--- config.mk ---
export PLATFORM = sky130hd
export DESIGN_NAME = fix_tag_value_stream_parser_unit
export DESIGN_NICKNAME = d
export VERILOG_FILES = /design/src/ftvsp_pkg.sv /design/src/fix_tag_value_stream_parser_unit.sv /design/src/ftvsp_front.sv /design/src/ftvsp_fifo.sv /design/src/ftvsp_back.sv
export SDC_FILE = /design/constraint.sdc
export NUM_CORES = 1
export LEC_CHECK = 0
export ABC_AREA = 1
export BUFFER_PORTS_ARGS = -buffer_cell sky130_fd_sc_hd__buf_2
export CAP_MARGIN = 0
export CORE_AREA = 2 2 193 195
export DETAILED_ROUTE_END_ITERATION = 10
export DIE_AREA = 0 0 195 197
export GPL_TIMING_DRIVEN = 0
export MAX_ROUTING_LAYER = met4
export PLACE_DENSITY = 0.76
export SLEW_MARGIN = 10
export SYNTH_ARGS = -nofsm -noshare
export SYNTH_HDL_FRONTEND = slang
export SYNTH_HIERARCHICAL = 1
export SYNTH_SLANG_ARGS = --single-unit
--- constraint.sdc ---
create_clock -name clk -period 12.25 [get_ports clk]
set_input_delay 2.45 -clock clk [delete_from_list [all_inputs] [get_ports clk]]
set_output_delay 2.45 -clock clk [all_outputs]
set_load 0.02 [all_outputs]
--- src/ftvsp_pkg.sv ---
// ----------------------------------------------------------------------------
// ftvsp_pkg
// Shared types and constants of the tag=value stream parser.
// ----------------------------------------------------------------------------
package ftvsp_pkg;

	localparam int unsigned MESSAGE_BYTES_MAX = 65536;
	localparam logic [15:0] POS_CAP = (MESSAGE_BYTES_MAX < 65536) ?
		16'(MESSAGE_BYTES_MAX - 1) : 16'hFFFF;
	localparam logic [19:0] TAG_MAX = 20'hFFFFF;
	localparam logic [31:0] VAL_MAX = 32'hFFFFFFFF;
	localparam logic [7:0]  CHAR_EQ = 8'h3D;
	localparam logic [7:0]  CHAR_0 = 8'h30;
	localparam logic [7:0]  CHAR_9 = 8'h39;
	localparam logic [19:0] TAG_BODY_LEN = 20'd9;
	localparam logic [19:0] TAG_CHECKSUM = 20'd10;
	localparam logic [19:0] TAG_MSG_TYPE = 20'd35;
	localparam logic [7:0]  DELIM_RESET = 8'h01;

	typedef enum logic [2:0] {
		ST_OK = 3'd0,
		ST_NO_EQUALS = 3'd1,
		ST_BAD_TAG = 3'd2,
		ST_EMPTY = 3'd3,
		ST_LENGTH = 3'd4,
		ST_CHECKSUM = 3'd5
	} status_t;

	typedef enum logic [2:0] {
		PH_TAG = 3'b001,
		PH_VALUE = 3'b010,
		PH_SKIP = 3'b100
	} phase_t;

	typedef struct packed {
		logic [7:0] data_byte;
		logic       last_byte;
	} in_item_t;

	typedef struct packed {
		logic [19:0] tag;
		logic [31:0] value_number;
		logic        value_numeric;
		logic [15:0] value_start;
		logic [15:0] value_length;
		logic [2:0]  status;
		logic        message_end;
	} out_item_t;

	// classified byte handed from front to back
	typedef struct packed {
		logic [7:0] data_byte;
		logic       last_byte;
		logic       delim;
		logic       digit;
		logic       equals;
		logic [3:0] digit_val;
	} cls_item_t;

endpackage

--- src/fix_tag_value_stream_parser_unit.sv ---
// ----------------------------------------------------------------------------
// fix_tag_value_stream_parser_unit
// Splits a byte stream into tag=value fields and checks length and checksum.
// ----------------------------------------------------------------------------
// One byte per cycle sustained: every stage does constant work per byte and
// stalls only while the result register holds an unaccepted result. A byte
// passes the classifier register, a two-entry queue and the field engine,
// whose result register is the output.
module fix_tag_value_stream_parser_unit (
	input  logic                   clk,
	input  logic                   arst_n,
	input  logic                   in_valid,
	output logic                   in_ready,
	input  ftvsp_pkg::in_item_t    in_data,
	output logic                   out_valid,
	input  logic                   out_ready,
	output ftvsp_pkg::out_item_t   out_data,
	input  logic                   cfg_valid,
	output logic                   cfg_ready,
	input  logic [7:0]             cfg_data
);

	logic [7:0] delim_q;
	logic                 f_valid, f_ready, b_valid, b_ready;
	ftvsp_pkg::cls_item_t f_data, b_data;

	assign cfg_ready = 1'b1;

	always_ff @(posedge clk or negedge arst_n) begin
		if (!arst_n) begin
			delim_q <= ftvsp_pkg::DELIM_RESET;
		end else if (cfg_valid && cfg_ready) begin
			delim_q <= cfg_data;
		end
	end

	ftvsp_front u_front (
		.clk, .arst_n, .in_valid, .in_ready, .in_data,
		.delimiter(delim_q),
		.cls_valid(f_valid), .cls_ready(f_ready), .cls_data(f_data)
	);

	ftvsp_fifo u_fifo (
		.clk, .arst_n,
		.wr_valid(f_valid), .wr_ready(f_ready), .wr_data(f_data),
		.rd_valid(b_valid), .rd_ready(b_ready), .rd_data(b_data)
	);

	ftvsp_back u_back (
		.clk, .arst_n,
		.cls_valid(b_valid), .cls_ready(b_ready), .cls_data(b_data),
		.out_valid, .out_ready, .out_data
	);

endmodule

--- src/ftvsp_front.sv ---
// ----------------------------------------------------------------------------
// ftvsp_front
// Accepts raw bytes and classifies them against the delimiter.
// ----------------------------------------------------------------------------
module ftvsp_front (
	input  logic                   clk,
	input  logic                   arst_n,
	input  logic                   in_valid,
	output logic                   in_ready,
	input  ftvsp_pkg::in_item_t    in_data,
	input  logic [7:0]             delimiter,
	output logic                   cls_valid,
	input  logic                   cls_ready,
	output ftvsp_pkg::cls_item_t   cls_data
);

	ftvsp_pkg::cls_item_t item_s1;
	logic                 valid_s1;

	assign in_ready = !valid_s1 || cls_ready;
	assign cls_valid = valid_s1;
	assign cls_data = item_s1;

	always_ff @(posedge clk or negedge arst_n) begin
		if (!arst_n) begin
			valid_s1 <= 1'b0;
		end else if (in_ready) begin
			valid_s1 <= in_valid;
		end
	end

	always_ff @(posedge clk) begin
		if (in_valid && in_ready) begin
			item_s1.data_byte <= in_data.data_byte;
			item_s1.last_byte <= in_data.last_byte;
			item_s1.delim <= (in_data.data_byte == delimiter);
			item_s1.digit <= (in_data.data_byte >= ftvsp_pkg::CHAR_0) &&
				(in_data.data_byte <= ftvsp_pkg::CHAR_9);
			item_s1.equals <= (in_data.data_byte == ftvsp_pkg::CHAR_EQ);
			item_s1.digit_val <= 4'(in_data.data_byte - ftvsp_pkg::CHAR_0);
		end
	end

endmodule

--- src/ftvsp_fifo.sv ---
// ----------------------------------------------------------------------------
// ftvsp_fifo
// Two-entry queue between classifier and field engine.
// ----------------------------------------------------------------------------
module ftvsp_fifo (
	input  logic                   clk,
	input  logic                   arst_n,
	input  logic                   wr_valid,
	output logic                   wr_ready,
	input  ftvsp_pkg::cls_item_t   wr_data,
	output logic                   rd_valid,
	input  logic                   rd_ready,
	output ftvsp_pkg::cls_item_t   rd_data
);

	ftvsp_pkg::cls_item_t mem_q [2];
	logic       wptr_q;
	logic       rptr_q;
	logic [1:0] count_q;
	logic       wr_en;
	logic       rd_en;

	assign wr_ready = (count_q != 2'd2);
	assign rd_valid = (count_q != 2'd0);
	assign rd_data = mem_q[rptr_q];
	assign wr_en = wr_valid && wr_ready;
	assign rd_en = rd_valid && rd_ready;

	always_ff @(posedge clk or negedge arst_n) begin
		if (!arst_n) begin
			wptr_q <= 1'b0;
			rptr_q <= 1'b0;
			count_q <= 2'd0;
		end else begin
			if (wr_en) wptr_q <= !wptr_q;
			if (rd_en) rptr_q <= !rptr_q;
			count_q <= count_q + 2'(wr_en) - 2'(rd_en);
		end
	end

	always_ff @(posedge clk) begin
		if (wr_en) begin
			mem_q[wptr_q] <= wr_data;
		end
	end

endmodule

--- src/ftvsp_back.sv ---
// ----------------------------------------------------------------------------
// ftvsp_back
// Field engine: accumulates tag and value, checks length and checksum.
// ----------------------------------------------------------------------------
module ftvsp_back (
	input  logic                   clk,
	input  logic                   arst_n,
	input  logic                   cls_valid,
	output logic                   cls_ready,
	input  ftvsp_pkg::cls_item_t   cls_data,
	output logic                   out_valid,
	input  logic                   out_ready,
	output ftvsp_pkg::out_item_t   out_data
);

	ftvsp_pkg::phase_t phase_q;
	logic [19:0] tag_q;
	logic [3:0]  tag_cnt_q;
	logic [31:0] val_q;
	logic        all_dig_q;
	logic [15:0] pos_q;
	logic [15:0] fstart_q;
	logic [15:0] vstart_q;
	logic [7:0]  sum_q;
	logic [7:0]  fsum_q;
	logic [31:0] claim_q;
	logic        claim_seen_q;
	logic [15:0] mt_start_q;
	logic        mt_seen_q;
	logic        ovalid_q;
	ftvsp_pkg::out_item_t odata_q;

	logic        take;
	logic [15:0] next_pos;
	logic [7:0]  sum_n;
	logic [23:0] tag_mul;
	logic [19:0] tag_n;
	logic [35:0] val_mul;
	logic [31:0] val_n;
	logic        emit;
	logic        to_new;
	logic        fld_ok;
	logic        hold;
	logic [2:0]  st;
	logic        wv;
	logic [15:0] len;
	logic [15:0] end_pos;
	logic [15:0] body;
	logic [31:0] val_out;
	logic        num_out;
	logic        tag_dig;

	assign cls_ready = !ovalid_q || out_ready;
	assign take = cls_valid && cls_ready;
	assign out_valid = ovalid_q;
	assign out_data = odata_q;
	assign next_pos = (pos_q < ftvsp_pkg::POS_CAP) ? pos_q + 16'd1 : ftvsp_pkg::POS_CAP;
	assign sum_n = sum_q + (cls_data.delim ? 8'd1 : cls_data.data_byte);
	assign tag_mul = 24'(tag_q) * 24'd10 + 24'(cls_data.digit_val);
	assign tag_n = (tag_mul > 24'(ftvsp_pkg::TAG_MAX)) ? ftvsp_pkg::TAG_MAX : tag_mul[19:0];
	assign val_mul = 36'(val_q) * 36'd10 + 36'(cls_data.digit_val);
	assign val_n = (val_mul > 36'(ftvsp_pkg::VAL_MAX)) ? ftvsp_pkg::VAL_MAX : val_mul[31:0];
	assign end_pos = cls_data.delim ? pos_q : next_pos;
	assign len = end_pos - vstart_q;
	assign body = fstart_q - mt_start_q;
	assign val_out = (cls_data.delim || !cls_data.digit) ? val_q : val_n;
	assign num_out = all_dig_q && (cls_data.delim || cls_data.digit);
	assign tag_dig = (phase_q == ftvsp_pkg::PH_TAG) && !cls_data.delim &&
		!cls_data.equals && cls_data.digit;

	always_comb begin
		emit = 1'b0;
		st = ftvsp_pkg::ST_OK;
		wv = 1'b0;
		hold = 1'b0;
		unique case (phase_q)
			ftvsp_pkg::PH_TAG: begin
				if (cls_data.delim) begin
					emit = 1'b1;
					st = ftvsp_pkg::ST_NO_EQUALS;
				end else if (cls_data.equals) begin
					if (tag_cnt_q == 4'd0) begin
						emit = 1'b1;
						st = ftvsp_pkg::ST_BAD_TAG;
					end else if (cls_data.last_byte) begin
						emit = 1'b1;
						st = ftvsp_pkg::ST_EMPTY;
						wv = 1'b1;
					end
				end else if (cls_data.digit) begin
					if (cls_data.last_byte) begin
						emit = 1'b1;
						st = ftvsp_pkg::ST_NO_EQUALS;
					end
				end else begin
					emit = 1'b1;
					st = ftvsp_pkg::ST_BAD_TAG;
				end
			end
			ftvsp_pkg::PH_VALUE: begin
				if (cls_data.delim || cls_data.last_byte) begin
					emit = 1'b1;
					wv = 1'b1;
					if (len == 16'd0) begin
						st = ftvsp_pkg::ST_EMPTY;
					end else if (tag_q == ftvsp_pkg::TAG_CHECKSUM) begin
						if (!num_out || val_out != 32'(fsum_q)) begin
							st = ftvsp_pkg::ST_CHECKSUM;
						end else if (claim_seen_q && (!mt_seen_q || claim_q != 32'(body))) begin
							st = ftvsp_pkg::ST_LENGTH;
						end
					end
				end
			end
			default: hold = 1'b1;
		endcase
	end

	assign fld_ok = (st == ftvsp_pkg::ST_OK);
	assign to_new = cls_data.last_byte;

	always_ff @(posedge clk or negedge arst_n) begin
		if (!arst_n) begin
			ovalid_q <= 1'b0;
			phase_q <= ftvsp_pkg::PH_TAG;
			tag_q <= '0;
			tag_cnt_q <= '0;
			val_q <= '0;
			all_dig_q <= 1'b1;
			pos_q <= '0;
			fstart_q <= '0;
			vstart_q <= '0;
			sum_q <= '0;
			fsum_q <= '0;
			claim_q <= '0;
			claim_seen_q <= 1'b0;
			mt_start_q <= '0;
			mt_seen_q <= 1'b0;
		end else begin
			if (out_valid && out_ready) ovalid_q <= 1'b0;
			if (take) begin
				if (emit) ovalid_q <= 1'b1;
				sum_q <= sum_n;
				pos_q <= next_pos;
				if (phase_q == ftvsp_pkg::PH_TAG && !cls_data.delim) begin
					if (cls_data.equals && tag_cnt_q != 4'd0) begin
						if (tag_q == ftvsp_pkg::TAG_MSG_TYPE && !mt_seen_q) begin
							mt_seen_q <= 1'b1;
							mt_start_q <= fstart_q;
						end
						vstart_q <= next_pos;
						val_q <= '0;
						all_dig_q <= 1'b1;
						phase_q <= ftvsp_pkg::PH_VALUE;
					end else if (cls_data.digit) begin
						tag_q <= tag_n;
						if (tag_cnt_q != 4'd15) tag_cnt_q <= tag_cnt_q + 4'd1;
					end
				end
				if (phase_q == ftvsp_pkg::PH_VALUE && !cls_data.delim) begin
					if (cls_data.digit) val_q <= val_n;
					else all_dig_q <= 1'b0;
				end
				if (phase_q == ftvsp_pkg::PH_VALUE && emit && len != 16'd0 &&
					tag_q == ftvsp_pkg::TAG_BODY_LEN) begin
					claim_q <= num_out ? val_out : ftvsp_pkg::VAL_MAX;
					claim_seen_q <= 1'b1;
				end
				if (emit && fld_ok && !to_new) begin
					phase_q <= ftvsp_pkg::PH_TAG;
					tag_q <= '0;
					tag_cnt_q <= '0;
					fstart_q <= next_pos;
					fsum_q <= sum_n;
				end else if (emit && !to_new) begin
					phase_q <= ftvsp_pkg::PH_SKIP;
				end
				if (to_new && (emit || hold)) begin
					phase_q <= ftvsp_pkg::PH_TAG;
					tag_q <= '0;
					tag_cnt_q <= '0;
					val_q <= '0;
					all_dig_q <= 1'b1;
					pos_q <= '0;
					fstart_q <= '0;
					vstart_q <= '0;
					sum_q <= '0;
					fsum_q <= '0;
					claim_q <= '0;
					claim_seen_q <= 1'b0;
					mt_start_q <= '0;
					mt_seen_q <= 1'b0;
				end
			end
		end
	end

	always_ff @(posedge clk) begin
		if (take && emit) begin
			odata_q.tag <= tag_dig ? tag_n : tag_q;
			odata_q.status <= st;
			odata_q.message_end <= !fld_ok || to_new;
			if (phase_q == ftvsp_pkg::PH_VALUE) begin
				odata_q.value_number <= val_out;
				odata_q.value_numeric <= num_out && (len != 16'd0);
				odata_q.value_start <= vstart_q;
				odata_q.value_length <= len;
			end else begin
				odata_q.value_number <= '0;
				odata_q.value_numeric <= 1'b0;
				odata_q.value_start <= wv ? next_pos : 16'd0;
				odata_q.value_length <= '0;
			end
		end
	end

endmodule

==> metrics.md <==
| Metric | Value |
|---|---|
| Post-synthesis sequential area ratio | `~40%` |
| Hold Violations, Final | `0` |
| Via density per instance | `between 5 and 6` |
| Synth Instances | `~2900` |
| CP max FO | `10` |
| # port buffers | `approximately 110` |
| Largest net degree at the start of global routing | `101` |
| WP data required | `12.72 ns` |
| Post-route ant nets | `0` |
| Top cell by count, worst path | `nand2_1` |
| Comb pwr share | `48.2%` |
| CTS tree | `built` |
| FF-to-FF path depth | `33` |
| Worst Path Arrival | `7.61 ns` |
| Top FF cell, synth | `dfrtp_1` |
| Synth area leader | `dfrtp_1` |
| Post-Route Setup TNS | `0 ns` |
| Post-layout instance count excluding filler cells | `3515` |
| Die Height | `197 um` |
| Vias in the first global route | `18907` |
| Number of synthesized flops with an enable pin | `about 130` |
| Seq pwr share | `30.4%` |
| Die span in x | `around 200 um` |
| Routability congestion estimate | `0.990` |
| Top-area cell type share of the netlist area | `between 20% and 30%` |
| CTS root buf | `clkbuf_16` |
| Sw frac | `between 40% and 50%` |
| Gr ovfl total | `0` |
| Post-synthesis cell type count | `55` |
| First-pass GRT wire length | `97500 um` |
| Clock Latency Late Sink | `0.56 ns` |
| Max Fclk | `around 0.14 GHz` |
| Commonest non-fill, non-tap cells in the layout | `nand2_1 (773), inv_1 (432), nor2_1 (241)` |
| Initial Util | `59.5%` |
| Wire length on met2 | `slightly below 30000 um` |
| Switching pwr | `2.32 mW` |
| Top layer used by detailed routing | `met4` |
| Met3 WL | `4490 um` |
| Area Overhead vs Synth | `11.2%` |
| Syn Area/Cell | `7.53 um^2` |
| VDD IR max | `roughly 150 uV` |
| Placed cells | `3446` |
| Skew final | `0.0257 ns` |
| Share of synthesized registers carrying an async set or reset | `58.6%` |
| TritonCTS Buffers | `38` |
| Layout Nets | `between 3000 and 4000` |
| H-tree depth | `2` |
| HP Start | `u_front/cls_data[7]$_DFFE_PP_` |
| Initial antenna violation count | `0` |
| Clock transition at path regs | `0.06 ns` |
| RSZ-0062 raised after global routing | `no` |
| Synth warnings | `6` |
| Worst setup EP type | `flip-flop` |
| CTS resizes | `0` |
| DRC viols | `0` |
| Synthesized cell area | `21600 um^2` |
| Ranking of synthesized cells by area | `dfrtp_1 (21%), edfxtp_1 (19%), nand2_1 (13%)` |
| Max_cap viols | `0` |
| Number of post-CTS setup repair buffers | `0` |
| Detailed Place HPWL | `47700 um` |
| Routed WL | `61500 um` |
| Filler cell count | `3195` |
| Antenna diodes | `0` |
| Commonest non-fill, non-tap cell in the layout | `nand2_1` |
| Core ar. | `36300 um^2` |
| Status | `finished, final reports clean` |
| Slew headroom | `28.8%` |
| Number of cells on the worst hold path | `0` |
| Longest Clk Path Bufs | `3` |
| P_int | `2.79 mW` |
| DRT Pass-1 Iters | `6` |
| Lkg Pwr | `11.8 nW` |
| IO Pins | `between 100 and 150` |
| Max incr delay on CP | `about 0.75 ns` |
| Die area | `between 30000 and 40000 um^2` |
| Initial DRC count | `roughly 1900` |
| Power Dens Cells | `~210 nW/um^2` |
| Reg-to-reg slack, setup | `5.11 ns` |
| Worst reg2reg endpoint | `u_back/tag_q[7]$_DFFE_PN0P_` |
| Net Count, Synth | `a little over 3000` |
| Rows | `70` |
| WL/cell | `17.5 um` |
| Type of origin of the critical path | `flip-flop` |
| Gr usage total | `33.0%` |
| Final Critical Period | `7.14 ns` |
| Crit share post-route | `58.3%` |
| Reg2reg start | `u_fifo/rptr_q$_DFFE_PN0P_` |
| Slew Limit Fails | `0` |
| Clock power frac | `21.4%` |
| Hold WC Path Type | `flip-flop to flip-flop` |
| CP Class | `flip-flop to flip-flop` |
| Ratio of cells with drive above 1 in the final layout | `8.01%` |
| Min-Delay Endpoint | `u_fifo/mem_q[0][7]$_DFFE_PP_` |
| Crit-path slowest cell | `nor4_1` |
| Slew @ Worst Pin | `1.07 ns` |
| Final-report setup violation count | `0` |
| Total number of vias | `19865` |
| #FFs+latches synth | `321` |
| CTS Sinks | `321` |
| CTS Hold Bufs | `0` |
| Met1 wire length | `25900 um` |
==> layer usage <==
layer	up-vias	GRT usage [%]
li1	9662	-
met1	9235	42.2
met2	815	53.3
met3	153	5.13
met4	0	12.4
met5	-	-
==> sequential cells by signal, indices dropped and copies added (netlist names), 8 cells and up <==
signal and cells:
u_back/vstart_q 16, u_back/fsum_q 8, u_back/sum_q 8, u_back/claim_q 32, u_back/fstart_q 16, u_back/tag_q 20
u_back/out_data 89, u_front/cls_data 12, u_back/val_q 32, u_back/mt_start_q 16, u_fifo/mem_q 32, delim_q 8
u_back/pos_q 16
==> worst max path at each step <==
stage,endpoint,from
2_1_floorplan,u_back/phase_q[2]$_DFFE_PN0P_,out_ready
3_3_place_gp,u_back/phase_q[2]$_DFFE_PN0P_,out_ready
3_5_place_dp,u_back/tag_q[7]$_DFFE_PN0P_,u_fifo/rptr_q$_DFFE_PN0P_
4_1_cts,u_back/tag_q[7]$_DFFE_PN0P_,u_fifo/rptr_q$_DFFE_PN0P_
5_1_grt,u_back/tag_q[8]$_DFFE_PN0P_,u_fifo/rptr_q$_DFFE_PN0P_
6_report,u_back/tag_q[7]$_DFFE_PN0P_,u_fifo/rptr_q$_DFFE_PN0P_
==> synthesized netlist by cell type (10+ instances only) <==
master / n
nand2_1: 773
inv_1: 432
nor2_1: 243
dfrtp_1: 185
o21ai_0: 150
nand3_1: 144
ha_1: 143
a21oi_1: 137
edfxtp_1: 133
o22ai_1: 91
xor2_1: 78
clkbuf_1: 66
nor3_1: 52
nand4_1: 42
o21ai_1: 25
xnor2_1: 21
nand3b_1: 14
buf_4: 12
nor4_1: 12
nand2_2: 10
==> area by class of cell <==
type / instances / area [um^2] / share of cell area, %
Sequential cell: 321 / 8700 / 36.3
Multi-Input combinational cell: 2014 / 10800 / 45.0
Inverter: 438 / 1650 / 6.87
Timing Repair Buffer: 114 / 633 / 2.64
Clock buffer: 50 / 1030 / 4.29
Clock inverter: 19 / 156 / 0.652
Tap cell: 468 / 586 / 2.44
Buffer: 91 / 427 / 1.78
==> metrics by stage <==
stage	area [um^2]	power (mW)	hold WS [ns]	setup slack, ns	utilization, %
2_1_floorplan	21600	3.23	0.421	4.84	-
3_3_place_gp	22700	3.92	0.424	2.27	62.6
3_5_place_dp	22800	3.97	0.435	5.37	62.8
4_1_cts	24000	5.07	0.448	5.36	66.1
5_1_grt	24000	5.42	0.452	4.57	66.1
6_report	24000	5.11	0.445	5.11	66.1
==> critical path: cells and delay by family, from the launching register on <==
family / cells / cell delay (ns)
buf+inv: 7 / 2.32
simple gates: 14 / 2.15
compound gates: 10 / 1.65
flops: 1 / 0.36
fa+ha+maj: 1 / 0.35
xor+xnor: 1 / 0.22
==> power groups by stage <==
stage               Sequential (mW)  Combinational (mW)  Clock, mW
floorplan                      1.74                1.49          0
global placement               1.60                2.32          0
detailed placement             1.57                2.40          0
CTS                            1.55                2.42       1.10
global route                   1.58                2.70       1.15
finish                         1.55                2.46       1.09
==> kinds of logic after synthesis <==
family,synth area share (%)
other cells,0.0174
buf+inv,9.62
fa+ha+maj,8.95
flops,40.4
simple gates,25.8
compound gates,11.2
xor+xnor,4.02
No activity file was read; power rests on OpenSTA's default activity.
